`config.mk`:
```
export PLATFORM = sky130hd
export DESIGN_NAME = rma_back_flat
export DESIGN_NICKNAME = d
export VERILOG_FILES = /design/src/rtl/core/rma_pkg.sv /design/src/rtl/core/rma_if.sv /design/src/rtl/core/rma_back.sv /design/src/flat_wrapper.sv
export VERILOG_INCLUDE_DIRS = /design/src /design/src/rtl/core
export SDC_FILE = /design/constraint.sdc
export NUM_CORES = 1
export LEC_CHECK = 0
export BUFFER_PORTS_ARGS = -buffer_cell sky130_fd_sc_hd__buf_4
export CORE_MARGIN = 5
export CORE_UTILIZATION = 57
export CTS_BUF_LIST = sky130_fd_sc_hd__clkbuf_4
export DETAILED_ROUTE_END_ITERATION = 12
export PLACE_DENSITY = 0.82
export SYNTH_ARGS = -nofsm -noshare
export SYNTH_HDL_FRONTEND = slang
export SYNTH_SLANG_ARGS = --single-unit
```
`constraint.sdc`:
```
create_clock -name clk -period 3.05 [get_ports clk]
set_clock_uncertainty 0.15 [all_clocks]
set_input_delay 0.1525 -clock clk [delete_from_list [all_inputs] [get_ports clk]]
set_output_delay 0.1525 -clock clk [all_outputs]
set_load 0.005 [all_outputs]
```
`src/rtl/core/rectified_moving_average_core_assert.svh`:
```
// Assertion macros for the rectified moving average core
`ifndef RECTIFIED_MOVING_AVERAGE_CORE_ASSERT_SVH
`define RECTIFIED_MOVING_AVERAGE_CORE_ASSERT_SVH
`ifndef SYNTHESIS
`define RMA_ASSERT(label, ante, cons, msg) \
  label: assert property (@(posedge clk) disable iff (!rst_n) (ante) |-> (cons)) \
    else $error(msg);
`define RMA_ASSERT_NEXT(label, ante, cons, msg) \
  label: assert property (@(posedge clk) disable iff (!rst_n) (ante) |=> (cons)) \
    else $error(msg);
`else
`define RMA_ASSERT(label, ante, cons, msg)
`define RMA_ASSERT_NEXT(label, ante, cons, msg)
`endif
`endif

```
`src/rtl/core/rma_pkg.sv`:
```
// Shared constants, types and width helpers for the moving average core
`default_nettype none
package rma_pkg;

  localparam int MAX_WINDOW_DEF  = 64;
  localparam int SAMPLE_BITS_DEF = 16;
  localparam int CFG_W           = 7;
  localparam int WINDOW_RESET    = 16;
  localparam int QUEUE_DEPTH     = 4;

  typedef enum logic [0:0] {
    OP_VALUE = 1'b0,
    OP_ZERO  = 1'b1
  } rma_op_t;

  function automatic int win_width(int max_window);
    return $clog2(max_window + 1);
  endfunction

  function automatic int sum_width(int max_window, int sample_bits);
    return sample_bits + $clog2(max_window);
  endfunction

  function automatic int cnt_width(int max_window);
    return $clog2((max_window >> 1) + 1);
  endfunction

  function automatic int cmd_width(int max_window, int sample_bits);
    return 2 + cnt_width(max_window) + sum_width(max_window, sample_bits);
  endfunction

endpackage
`default_nettype wire

```
`src/rtl/core/rma_if.sv`:
```
// Channel interfaces: sample input, level output and window configuration
`default_nettype none


interface rma_out_if
  import rma_pkg::*;
#(
  parameter int SAMPLE_BITS = SAMPLE_BITS_DEF
);
  logic                   valid;
  logic                   ready;
  logic [SAMPLE_BITS-1:0] mean_level;
  logic                   last_out;

  modport source (output valid, mean_level, last_out, input ready);
  modport sink   (input valid, mean_level, last_out, output ready);
endinterface

`default_nettype wire

```
`src/rtl/core/rma_back.sv`:
```
// Back end: bit-serial divide by the window and zero-result flush
`default_nettype none
module rma_back
  import rma_pkg::*;
#(
  parameter int MAX_WINDOW = MAX_WINDOW_DEF,
  parameter int SAMPLE_BITS = SAMPLE_BITS_DEF,
  localparam int WIN_W = win_width(MAX_WINDOW),
  localparam int SUM_W = sum_width(MAX_WINDOW, SAMPLE_BITS),
  localparam int N_W = cnt_width(MAX_WINDOW),
  localparam int CMD_W = cmd_width(MAX_WINDOW, SAMPLE_BITS),
  localparam int STEP_W = $clog2(SAMPLE_BITS + 1)
) (
  input  logic             clk,
  input  logic             rst_n,
  input  logic [WIN_W-1:0] win,
  input  logic             q_empty,
  input  logic [CMD_W-1:0] q_data,
  output logic             q_pop,
  rma_out_if.source        out_ch
);
`include "rectified_moving_average_core_assert.svh"

  typedef struct packed {
    rma_op_t          op;
    logic             last;
    logic [N_W-1:0]   n;
    logic [SUM_W-1:0] sum;
  } cmd_t;

  typedef enum logic [3:0] {
    ST_IDLE = 4'b0001,
    ST_DIV  = 4'b0010,
    ST_DONE = 4'b0100,
    ST_ZERO = 4'b1000
  } st_t;

  cmd_t                   cmd;
  st_t                    st_r, st_nxt;
  logic [WIN_W-1:0]       rem_r, rem_nxt;
  logic [SAMPLE_BITS-1:0] dvd_r, dvd_nxt;
  logic [STEP_W-1:0]      step_r, step_nxt;
  logic [N_W-1:0]         zcnt_r, zcnt_nxt;
  logic                   zlast_r, zlast_nxt;
  logic                   out_valid_r, out_valid_nxt;
  logic [SAMPLE_BITS-1:0] out_mean_r, out_mean_nxt;
  logic                   out_last_r, out_last_nxt;

  logic                   out_free;
  logic [WIN_W:0]         trial;
  logic                   fits;
  logic [WIN_W-1:0]       rem_step;
  logic [SAMPLE_BITS-1:0] dvd_step;

  assign cmd = cmd_t'(q_data);

  assign out_free          = !out_valid_r || out_ch.ready;
  assign out_ch.valid      = out_valid_r;
  assign out_ch.mean_level = out_mean_r;
  assign out_ch.last_out   = out_last_r;

  // restoring division, one quotient bit per cycle; remainder stays below the window
  assign trial    = {rem_r, dvd_r[SAMPLE_BITS-1]};
  assign fits     = (trial >= {1'b0, win});
  assign rem_step = fits ? WIN_W'(trial - {1'b0, win}) : trial[WIN_W-1:0];
  assign dvd_step = {dvd_r[SAMPLE_BITS-2:0], fits};

  always_comb begin
    st_nxt        = st_r;
    rem_nxt       = rem_r;
    dvd_nxt       = dvd_r;
    step_nxt      = step_r;
    zcnt_nxt      = zcnt_r;
    zlast_nxt     = zlast_r;
    out_valid_nxt = out_valid_r && !out_ch.ready;
    out_mean_nxt  = out_mean_r;
    out_last_nxt  = out_last_r;
    q_pop         = 1'b0;
    case (st_r)
      ST_IDLE: begin
        if (!q_empty) begin
          q_pop = 1'b1;
          case (cmd.op)
            OP_VALUE: begin
              rem_nxt  = WIN_W'(cmd.sum[SUM_W-1:SAMPLE_BITS]);
              dvd_nxt  = cmd.sum[SAMPLE_BITS-1:0];
              step_nxt = STEP_W'(SAMPLE_BITS);
              st_nxt   = ST_DIV;
            end
            OP_ZERO: begin
              zcnt_nxt  = cmd.n;
              zlast_nxt = cmd.last;
              st_nxt    = ST_ZERO;
            end
            default: st_nxt = ST_IDLE;
          endcase
        end
      end
      ST_DIV: begin
        rem_nxt  = rem_step;
        dvd_nxt  = dvd_step;
        step_nxt = step_r - STEP_W'(1);
        if (step_r == STEP_W'(1)) begin
          st_nxt = ST_DONE;
        end
      end
      ST_DONE: begin
        if (out_free) begin
          out_valid_nxt = 1'b1;
          out_mean_nxt  = dvd_r;
          out_last_nxt  = 1'b0;
          st_nxt        = ST_IDLE;
        end
      end
      ST_ZERO: begin
        if (out_free) begin
          out_valid_nxt = 1'b1;
          out_mean_nxt  = '0;
          out_last_nxt  = zlast_r && (zcnt_r == N_W'(1));
          zcnt_nxt      = zcnt_r - N_W'(1);
          if (zcnt_r == N_W'(1)) begin
            st_nxt = ST_IDLE;
          end
        end
      end
      default: st_nxt = ST_IDLE;
    endcase
  end

  always_ff @(posedge clk) begin
    if (!rst_n) begin
      st_r        <= ST_IDLE;
      out_valid_r <= 1'b0;
    end else begin
      st_r        <= st_nxt;
      out_valid_r <= out_valid_nxt;
    end
  end

  always_ff @(posedge clk) begin
    rem_r      <= rem_nxt;
    dvd_r      <= dvd_nxt;
    step_r     <= step_nxt;
    zcnt_r     <= zcnt_nxt;
    zlast_r    <= zlast_nxt;
    out_mean_r <= out_mean_nxt;
    out_last_r <= out_last_nxt;
  end

  `RMA_ASSERT(a_rem_below_window, st_r == ST_DIV, rem_r < win, "remainder not below window")
  `RMA_ASSERT(a_zero_count_live, st_r == ST_ZERO, zcnt_r != '0, "zero flush with no count")

endmodule
`default_nettype wire

```
`src/flat_wrapper.sv`:
```
// flat-port wrapper written by rule: the top's interface ports become plain ports
module rma_back_flat import rma_pkg::*;
#(
  parameter int MAX_WINDOW = MAX_WINDOW_DEF,
  parameter int SAMPLE_BITS = SAMPLE_BITS_DEF,
  localparam int WIN_W = win_width(MAX_WINDOW),
  localparam int SUM_W = sum_width(MAX_WINDOW, SAMPLE_BITS),
  localparam int N_W = cnt_width(MAX_WINDOW),
  localparam int CMD_W = cmd_width(MAX_WINDOW, SAMPLE_BITS),
  localparam int STEP_W = $clog2(SAMPLE_BITS + 1)
)
  (clk, rst_n, win, q_empty, q_data, q_pop, out_ch_valid, out_ch_mean_level, out_ch_last_out, out_ch_ready);
  rma_out_if #(.SAMPLE_BITS(SAMPLE_BITS)) out_ch_i ();
  input  logic clk;
  input  logic rst_n;
  input  logic [WIN_W-1:0] win;
  input  logic q_empty;
  input  logic [CMD_W-1:0] q_data;
  output logic q_pop;
  output wire logic [$bits(out_ch_i.valid)-1:0] out_ch_valid;
  output wire logic [$bits(out_ch_i.mean_level)-1:0] out_ch_mean_level;
  output wire logic [$bits(out_ch_i.last_out)-1:0] out_ch_last_out;
  input wire logic [$bits(out_ch_i.ready)-1:0] out_ch_ready;
  assign out_ch_valid = out_ch_i.valid;
  assign out_ch_mean_level = out_ch_i.mean_level;
  assign out_ch_last_out = out_ch_i.last_out;
  assign out_ch_i.ready = out_ch_ready;
  rma_back #(.MAX_WINDOW(MAX_WINDOW), .SAMPLE_BITS(SAMPLE_BITS)) u_core (.clk(clk), .rst_n(rst_n), .win(win), .q_empty(q_empty), .q_data(q_data), .q_pop(q_pop), .out_ch(out_ch_i));
endmodule
```
Word-level counts from Yosys, hierarchy flattened. Cells that the tools add are included.

Register bits after elaboration: 57. Bits of input ports: 41. Output and inout port bits: 19. Logic and storage cells: 73.

Add/sub/neg operators: 3. Order comparisons: 1. Equality and inequality tests: 13. Muxes and demuxes: 31. Bitwise operators: 2. Reduce and logical (&&, ||, !) cells: 14.

Operators with widths (number): 16-bit 2-to-1 mux (4); 16-bit one-hot mux with 2 select lines (2); 7-bit 2-to-1 mux (3); 4-bit 2-to-1 mux (5); 6-bit 2-to-1 mux (3); 4-bit one-hot mux with 4 select lines (1); 7-bit one-hot mux with 2 select lines (1); 6-bit one-hot mux with 2 select lines (1); 5-bit 2-to-1 mux (2); 5-bit one-hot mux with 2 select lines (1); 3-bit AND reduction (3); 8-bit by 7-bit greater-or-equal comparator with 1-bit output (1); 2-bit by 1-bit inequality test with 1-bit output, second input constant (4); 4-bit one-hot mux with 2 select lines (1); 7-bit subtractor (1); 6-bit by 1-bit == test with 1-bit output, second input constant (1); 1-bit 2-to-1 mux (6); 2-bit inequality test, second input constant (3); 2-bit nonzero test (3); 6-bit by 1-bit subtractor with 6-bit output, second input constant (1); 5-bit by 1-bit == test with 1-bit output, second input constant (1); 5-bit AND reduction (1); 5-bit by 1-bit subtractor with 5-bit output, second input constant (1); 4-bit by 1-bit == test with 1-bit output, second input constant (1); 10 further kinds (13).

Logic depth before layout (Yosys ltp). Gate-level depths: netlist of run 1.

Word-level depth: 4. Mapped depth: 8. Gate-level depth less buffers: 8.

Worst setup path after synthesis of run 1. No wires, ideal clock.

Path type: reg-to-reg. Start: reg u_core.st_r[3]. End: reg u_core.dvd_r[0], enable pin. Library setup time: 386 ps. Data arrival time: 1803 ps. Required time: 2514 ps. Slack: 710 ps. Cell stages (with the launch flop): 4. Path buffers: 1. Clock period less this slack: 2340 ps. Cells stage by stage: dfxtp_1 buf_6 nor4b_2 o21a_1.

Cells in the longest elaborated chain, start to end: 3. Elaborated cells on any way between the ends: 6. Classes of those cells: 4 x eq/ne; 2 x reduce/logical.

Ends and longest elaborated chain: start: declaration (RTL line rma_back.sv:39) `st_t st_r, st_nxt;`; start signal: assignment (RTL line rma_back.sv:135) `st_r <= st_nxt;`; 4-bit by 1-bit == test with 1-bit output or 4-bit by 2-bit == test with 1-bit output (tied branches) (RTL line rma_back.sv:79) `case (st_r)`; 2-bit inequality test (no line) or 2-bit nonzero test (tied branches); 3-bit AND reduction (no line) *; end signal: assignment (RTL line rma_back.sv:142) `dvd_r <= dvd_nxt;`; end: declaration (RTL line rma_back.sv:41) `logic [SAMPLE_BITS-1:0] dvd_r, dvd_nxt;`.

Every way passes the cells marked *; elsewhere a longest branch is shown, timed or not. A chain may end at the register's enable or synchronous reset.

Worst setup path after layout of run 1.
Start: reg u_core.st_r[3]. End: reg u_core.st_r[0].

Cells in the longest elaborated chain, start to end: 3. Elaborated cells on any way between the ends: 11. Classes of those cells: 9 x eq/ne; 1 x mux; 1 x reduce/logical.

Ends and longest elaborated chain (RTL line): 4-bit == test (tied with other cells) (rma_back.sv:79); 2-bit by 1-bit inequality test with 1-bit output (no line) or 2-bit inequality test (tied branches); 5-bit AND reduction (no line).

Several ways; a longest one is shown, not always the timed one.

==> results of run 1 <==
-- what timing repair did --
item	CTS	global route
buffers inserted	0	0
endpoints found under the hold margin	35	0
hold buffers	34	0
-- cell usage after synthesis, types with 2 or more instances --
cell	number	area share
clkbuf_1	6	0.0076
dfxtp_1	5	0.034
buf_6	2	0.0076
a21oi_1	9	0.015
nand3b_1	2	0.0051
ha_1	11	0.046
o21ai_0	11	0.019
xnor2_1	8	0.024
xor2_1	2	0.0059
a21o_1	2	0.0051
nand2_1	62	0.078
o21ai_1	4	0.0067
mux2i_1	5	0.017
or3_1	2	0.0042
mux2_2	2	0.0076
nor4b_1	2	0.0059
inv_1	16	0.020
buf_2	2	0.0034
nor2_1	19	0.024
nor3_1	6	0.010
edfxtp_1	52	0.53
nor2b_1	20	0.042
o22ai_1	2	0.0042
nand2b_1	3	0.0063
nand3_1	2	0.0034
-- state kept, by name (all words and copies together), names as in the netlist --
signal,flops
u_core.st_r,4
u_core.dvd_r,16
u_core.out_ch.valid,1
u_core.zlast_r,1
u_core.out_ch.last_out,1
u_core.out_ch.mean_level,16
u_core.step_r,5
u_core.zcnt_r,6
u_core.rem_r,7
-- power by group through the flow --
stage / clock network [mW] / logic [mW] / registers [mW]
6_report: 0.709 / 0.495 / 1.02
3_5_place_dp: 0 / 0.443 / 1.03
2_1_floorplan: 0 / 0.315 / 1.02
4_1_cts: 0.707 / 0.485 / 1.02
3_3_place_gp: 0 / 0.424 / 1.03
5_1_grt: 0.748 / 0.542 / 1.03
-- stage by stage --
stage	util	setup WS, ns
finish	0.7904	0.4570
CTS	0.7904	0.4768
global placement	0.6876	0.6879
detailed placement	0.6876	0.5933
global route	0.7904	0.3128
floorplan	-	0.7104
-- worst max-delay path, stage by stage (launching register included) --
cell and delay, ns:
dfxtp_1 0.44, or4b_4 0.79, a31o_4 0.30, o2111ai_4 0.12
o311ai_1 0.11, dlygate4sd3_1 0.56
-- routing by layer --
metal | GRT usage | vias to the layer above | routed length (µm)
met1 | 0.2580 | 1139 | 2931
met3 | 0.04881 | 22 | 322
li1 | - | 1163 | -
met2 | 0.4103 | 81 | 3718
met5 | 0 | - | 0
met4 | 0.1146 | 0 | 265
-- cells by family after synthesis --
kind of cell | Yosys count
AND/OR/NAND/NOR | 126
flip-flops | 57
AO/OA/AOI/OAI | 39
buffers and inverters | 26
adder cells (fa/ha/maj) | 12
XOR/XNOR | 10
multiplexers | 7
-- cell type report --
class	count	area, µm²
Clock inverter	6	106.4
Clock buffer	10	75.07
Fill cell	332	1064
Multi-Input combinational cell	194	1207
Timing Repair Buffer	97	813.3
Tap cell	70	87.58
Inverter	16	60.06
Sequential cell	57	1662
-- how the worst max path moves through the flow --
| stage | end | slack [ns] | cells past startpoint |
|---|---|---|---|
| 2_1_floorplan | u_core.dvd_r[0]$_DFFE_PP_ | 0.71 | 3 |
| 3_3_place_gp | u_core.rem_r[0]$_DFFE_PP_ | 0.69 | 8 |
| 3_5_place_dp | u_core.rem_r[0]$_DFFE_PP_ | 0.59 | 8 |
| 4_1_cts | u_core.st_r[0]$_SDFFE_PN1P_ | 0.48 | 5 |
| 5_1_grt | u_core.rem_r[0]$_DFFE_PP_ | 0.31 | 8 |
| 6_report | u_core.st_r[0]$_SDFFE_PN1P_ | 0.46 | 5 |
==> results.yml, run 1 <==
worst_setup_path:
  rr_worst_depth: 5
  critPathLaunch: "u_core.st_r[3]$_SDFFE_PN0P_"
  r2r_end: "u_core.st_r[0]$_SDFFE_PN1P_"
  worstSetupStartpointType: "flop"
  r2r_start: "u_core.st_r[3]$_SDFFE_PN0P_"
  endpoint_kind: "flop"
  worstPathRequired_ns: 3.19
  cp_max_fo: 35
  cp.arrival_ns: 2.74
  ff2ff_setup_slack_ns: 0.46
  critical_path_class: "flop to flop"
global_routing:
  grt_pass1_wl_mm: 11.35
  grt.overflow.total: 0
  grt_use_total: 0.2296
  grt_max_degree: 36
  grt_pass1_vias: 2473
  antenna_found_initial: 0
place:
  dp.cells: 400
  dpl.hpwl_mm: 4.476
  placed_area_um2: 3490
  place.gp.congestion: 0.8506
  numPortBuffers: 59
clock_network:
  cts_tree: "built"
  h-tree-depth: 3
  cts_sinks: 57
  clockBufferDepth: 2
  cts_inserted_buffers: 9
  cts_resized: 0
  clock-root-buffer: "clkbuf_4"
  clk_latency_ns: 0.41
  clkSlewWorstSetupHoldPaths_ns: 0.10
floorplan:
  die_x_um: 82.18
  die_area_um2: 6753
  start_util: 0.5851
  die_y_um: 82.18
  io_pins: 60
  std_cell_rows: 26
  core_um2: 5075
sta:
  fin_crit_ns: 2.593
  fmax_ghz: 0.3857
  tns_ns: 0
  tightestPinTransition_ns: 0.7957
  hold_viol: 0
  drv_slew: 0
  max_slew_margin: 0.4639
  setup_viol: 0
  rsz0062_at_grt: "no"
  hold-worst-slack_ns: 0.2155
  period_share: 0.8502
layout:
  final_common_cell: "buf_4"
  final_area_um2: 4011
  mostFrequentLayoutCells: "buf_4, nand2_1, edfxtp_1"
  stdcell_count: 450
  antennaDiodeCount: 0
  flow.area_growth_from_synthesis_pct: 35.10
  drive_gt1_frac: 0.2342
  nets: 428
pwr:
  power.density_nw_per_um2: 555.0
  p_comb_frac: 0.222
  p_leak_nw: 1.684
  intPower_mw: 1.624
  ir_worst_vdd_uv: 395.0
  p_switching_mw: 0.6025
  power_mw: 2.226
  clock_power_share: 0.318
  swShare: 0.2706
  pwr-share-seq: 0.459
outcome:
  outcome: "finished clean"
routing:
  wirelength_mm: 7.238
  vias: 2405
  vias_per_cell: 5.344
  drc: 0
  drtAntennaViolNets: 0
  drtPass1Iterations: 4
  drt_iter0_markers: 151
  avgRoutedWirePerCell_um: 16.08
yosys:
  synth_compound_area_frac: 0.08892
  async_flop_share: 0
  synth-edff-count: 52
  yosys.area_share.simple: 0.2056
  synth_area_um2: 2969
  yosysSeqAreaShare: 0.5596
  synth.distinct_cells: 45
  synth_top_family_by_area: "simple AND/OR/NAND/NOR gates"
  yosys_most_used_dff: "edfxtp_1"
  synth_nets: 330
  synthXorXnorAreaFrac: 0.02950
  synth_fa_ha_area_frac: 0.05310
  syn_avg_cell_area_um2: 10.72
  synth_seq_cells: 57
  synth_cells: 277
  synthMuxAreaShare: 0.02444
  yosysWarnings: 0
flow_run:
  max_cap_violations: 0
worst_hold_path:
  min-delay-start: "win[1]"
  whs_path_depth: 4
  hold_path_class: "primary input to flop"
  hold_end: "u_core.rem_r[1]$_DFFE_PP_"
Note: power is estimated with default switching activity, not from simulation.
==> run 2: changes to the inputs <==
- RECOVER_POWER: unset -> 50
==> run 2 against run 1 <==
  * Via count is 0.37% higher
  * Power is 0.36% lower
  * Sequential share of layout area increased by 0.46 points
  * Critical path type unchanged
  * Clock-buffer cell count unchanged
  * Sequential power about the same
  * Critical endpoint is now u_core.rem_r[6]$_SDFFCE_PN0P_
  * Register-to-register slack got worse by 0.08 ns
==> results.yml, run 2 (synthesized netlist as in run 1, its figures left out) <==
pwr:
  swShare: 0.2699
  p_switching_mw: 0.5986
  p_comb_frac: 0.221
  power_mw: 2.218
  p_leak_nw: 1.642
  ir_worst_vdd_uv: 392.8
  power.density_nw_per_um2: 559.1
  clock_power_share: 0.318
  intPower_mw: 1.620
  pwr-share-seq: 0.460
global_routing:
  grt_pass1_vias: 2473
  grt_max_degree: 36
  grt_pass1_wl_mm: 11.35
  grt_use_total: 0.2296
  antenna_found_initial: 0
  grt.overflow.total: 0
layout:
  flow.area_growth_from_synthesis_pct: 33.63
  mostFrequentLayoutCells: "nand2_1, edfxtp_1, buf_4"
  nFillCells: 349
  fin_util: 0.7818
  final_common_cell: "nand2_1"
  antennaDiodeCount: 0
  drive_gt1_frac: 0.2053
  nets: 428
  regArea_um2: 1662
  multi_input_area_um2: 1201
clock_network:
  clockBufferDepth: 2
  cts_tree: "built"
  h-tree-depth: 3
  clkSlewWorstSetupHoldPaths_ns: 0.10
  cts_resized: 0
  clk_latency_ns: 0.40
  cts.hold.buffers_added: 34
  cts_setup_buffers: 0
  cts_inserted_buffers: 9
  cts_sinks: 57
  clock-root-buffer: "clkbuf_4"
routing:
  avgRoutedWirePerCell_um: 16.03
  wl_met2_mm: 3.698
  drc: 0
  dr.max_layer_used: "met4"
  wl_met1_mm: 2.953
  vias: 2414
  wl_met3_um: 303
  drt_iter0_markers: 145
  drtPass1Iterations: 4
  vias_per_cell: 5.364
  drtAntennaViolNets: 0
  wirelength_mm: 7.212
sta:
  tightestPinTransition_ns: 0.9600
  period_share: 0.8748
  tns_ns: 0
  finalWorstSetupSlack_ns: 0.3819
  fmax_ghz: 0.3748
  hold_viol: 0
  rsz0062_at_grt: "no"
  setup_viol: 0
  fin_crit_ns: 2.668
  drv_slew: 0
  hold-worst-slack_ns: 0.2219
  max_slew_margin: 0.3600
worst_setup_path:
  crit_chain: "nor4b_4, clkbuf_1, o21a_1, buf_4"
  endpoint_kind: "flop"
  cp.arrival_ns: 2.58
  cp_max_fo: 23
  critical_path_class: "flop to flop"
  worstSetupStartpointType: "flop"
  cp_slowest_cell: "clkbuf_1"
  slowest_delay_ns: 0.66
  worstPathRequired_ns: 2.96
floorplan:
  std_cell_rows: 26
  start_util: 0.5851
  die_y_um: 82.18
  die_area_um2: 6753
  core_um2: 5075
  io_pins: 60
  die_x_um: 82.18
place:
  dp_slack_ns: 0.5933
  dpl.hpwl_mm: 4.476
  numPortBuffers: 59
  place.gp.congestion: 0.8506
flow_run:
  max_cap_violations: 0
worst_hold_path:
  hold_path_class: "primary input to flop"
outcome:
  outcome: "finished clean"
==> run 2: cell types whose count changed in the layout (fill, tap and decap cells not counted) <==
cell      previous run  this run
nor4b_1              1         2
nor4b_2              1         0
buf_4               63        41
clkbuf_1             0        10
clkbuf_4            10        22
==> run 2: path summary, 6_finish.rpt <==
check,start,endpoint,slack [ns],cells past startpoint
worst max register to register,u_core.st_r[3]$_SDFFE_PN0P_,u_core.rem_r[6]$_SDFFCE_PN0P_,0.38,4
worst max-delay path,u_core.st_r[3]$_SDFFE_PN0P_,u_core.rem_r[6]$_SDFFCE_PN0P_,0.38,4
worst min register to register,u_core.dvd_r[4]$_DFFE_PP_,u_core.dvd_r[5]$_DFFE_PP_,0.39,2
worst min-delay path,win[1],u_core.rem_r[1]$_DFFE_PP_,0.22,4
==> run 2: power groups by stage <==
stage	combinational (mW)	clock, mW	sequential [mW]
after floorplan	0.315	0	1.02
after detailed placement	0.443	0	1.03
after CTS	0.485	0.707	1.02
after global placement	0.424	0	1.03
after global routing	0.538	0.748	1.03
final	0.491	0.706	1.02
==> run 2: critical path: cells and delay by family, from the launching register on <==
| kind | cells | cell delay [ns] |
|---|---|---|
| buffers and inverters | 2 | 1.03 |
| DFF | 1 | 0.44 |
| AOI/OAI and AO/OA | 1 | 0.41 |
| and+or+nand+nor | 1 | 0.30 |
==> run 2: final cells by class <==
class,count,area share
inverters,16,0.01514
flip-flops and latches,57,0.4188
clock inverters,6,0.02681
well taps,70,0.02208
multi-input cells,194,0.3027
clock buffers,10,0.01892
repair buffers,97,0.1955
==> run 2: routing by layer <==
layer,GRT usage,vias to the layer above
li1,-,1161
met1,0.2580,1158
met2,0.4103,74
met3,0.04881,21
met4,0.1146,0
met5,0,-
==> run 2: stage by stage <==
step,instances,area (µm²)
final,450,3968
after global routing,450,3968
after CTS,450,4011
after detailed placement,400,3490
after global placement,400,3490
after floorplan,277,2969
==> run 3: changes to the inputs <==
- CORE_ASPECT_RATIO: unset -> 0.9
- SLEW_MARGIN: unset -> 40
- clock period: 3.05 -> 2.7 ns (I/O delays scaled with it)
==> run 3 against run 2 <==
  * Fmax up 3.8%
  * Critical path depth up 1
  * Power up 2.0%
  * Sequential share of layout area up 0.37 points
  * Register-to-register slack worse by 0.25 ns
  * Non-clock buffer count up 1
  * Critical endpoint is now u_core.st_r[0]$_SDFFE_PN1P_
  * Largest cell class unchanged
==> results.yml, run 3 (synthesized netlist as in run 1, its figures left out) <==
outcome:
  outcome: "finished clean"
sta:
  fin_crit_ns: 2.570
  fmax_ghz: 0.3891
  max_slew_margin: 0.4936
  tightestPinTransition_ns: 0.7597
  hold-worst-slack_ns: 0.1954
  drv_slew: 0
  rsz0062_at_grt: "no"
  hold_viol: 0
  finalWorstSetupSlack_ns: 0.1302
  tns_ns: 0
  period_share: 0.9518
  setup_viol: 0
place:
  place.gp.congestion: 0.8187
  dpl.hpwl_mm: 4.186
  dp.cells: 398
  placed_area_um2: 3493
  dp_slack_ns: 0.2073
  numPortBuffers: 59
worst_setup_path:
  endpoint_kind: "flop"
  slowest_delay_ns: 0.79
  cp.arrival_ns: 2.69
  critical_path_class: "flop to flop"
  cp_slowest_cell: "or4b_4"
  cp_max_fo: 35
  worstSetupStartpointType: "flop"
  crit_chain: "or4b_4, a31o_4, o2111ai_4, o311ai_1, dlygate4sd3_1"
  worstPathRequired_ns: 2.82
routing:
  drtPass1Iterations: 4
  avgRoutedWirePerCell_um: 14.28
  wirelength_mm: 6.370
  drt_iter0_markers: 164
  drc: 0
  drtAntennaViolNets: 0
  vias_per_cell: 5.197
  vias: 2318
floorplan:
  core_um2: 5161
  std_cell_rows: 25
  start_util: 0.5753
  io_pins: 60
  die_area_um2: 6754
  die_y_um: 78.47
  die_x_um: 86.08
clock_network:
  clk_latency_ns: 0.38
  clock-root-buffer: "clkbuf_4"
  cts_tree: "built"
  cts_resized: 0
  h-tree-depth: 3
  cts_inserted_buffers: 9
  clockBufferDepth: 2
  cts_sinks: 57
  clkSlewWorstSetupHoldPaths_ns: 0.10
layout:
  stdcell_count: 446
  fin_util: 0.7619
  antennaDiodeCount: 0
  flow.area_growth_from_synthesis_pct: 32.45
  final_common_cell: "nand2_1"
  drive_gt1_frac: 0.2243
  nets: 429
  mostFrequentLayoutCells: "nand2_1, edfxtp_1, buf_4"
  final_area_um2: 3933
global_routing:
  antenna_found_initial: 0
  grt_use_total: 0.1995
  grt_pass1_wl_mm: 10.36
  grt_pass1_vias: 2238
  grt_max_degree: 36
  grt.overflow.total: 0
pwr:
  ir_worst_vdd_uv: 453.4
  p_leak_nw: 1.645
  power_mw: 2.263
  power.density_nw_per_um2: 575.5
worst_hold_path:
  hold_path_class: "primary input to flop"
flow_run:
  max_cap_violations: 0
-- run 3: changes by cell type in the layout (fill, tap and decap cells not counted) --
| cell | previous run | this run |
|---|---|---|
| clkinv_1 | 2 | 1 |
| clkinv_2 | 0 | 3 |
| bufinv_16 | 3 | 1 |
| clkbuf_4 | 22 | 28 |
| clkinv_4 | 1 | 0 |
| buf_4 | 41 | 42 |
| clkbuf_1 | 10 | 3 |
-- run 3: area by class of cell --
class	count	area, µm²
well taps	67	83.83
multi-input cells	194	1201
fillers	334	1229
clock inverters	5	48.80
clock buffers	9	67.56
flip-flops and latches	57	1662
inverters	16	60.06
repair buffers	98	809.5
-- run 3: worst max-delay path, delay by kind of cell (launching register included) --
kind,cells,cell delay [ns]
compound gates,3,0.51
simple gates,1,0.79
buf+inv,1,0.59
flops,1,0.41
-- run 3: repair_timing --
action,4_1_cts,5_1_grt
hold buffers,34,0
endpoints found under the hold margin,35,0
buffers inserted,0,0
-- run 3: worst paths after layout --
path                                     from                     endpoint  slack (ns)  cells past startpoint
setup / recovery  u_core.st_r[3]$_SDFFE_PN0P_  u_core.st_r[0]$_SDFFE_PN1P_        0.13                      5
hold / removal                         win[0]    u_core.rem_r[0]$_DFFE_PP_        0.20                      4
setup reg to reg  u_core.st_r[3]$_SDFFE_PN0P_  u_core.st_r[0]$_SDFFE_PN1P_        0.13                      5
hold reg to reg     u_core.dvd_r[4]$_DFFE_PP_    u_core.dvd_r[5]$_DFFE_PP_        0.38                      2
-- run 3: metal layers --
| metal | up-vias | routed length [µm] | global-route usage |
|---|---|---|---|
| li1 | 1164 | - | - |
| met1 | 1076 | 2814 | 0.2611 |
| met3 | 9 | 343 | 0.05561 |
| met5 | - | 0 | 0 |
| met2 | 69 | 3133 | 0.3213 |
| met4 | 0 | 78 | 0.06171 |
-- run 3: where the power goes --
part | total (mW) | internal (mW) | switching (mW)
clock network | 0.573 | 0.265 | 0.308
logic | 0.541 | 0.266 | 0.275
registers | 1.15 | 1.09 | 0.0587
total | 2.26 | 1.62 | 0.642
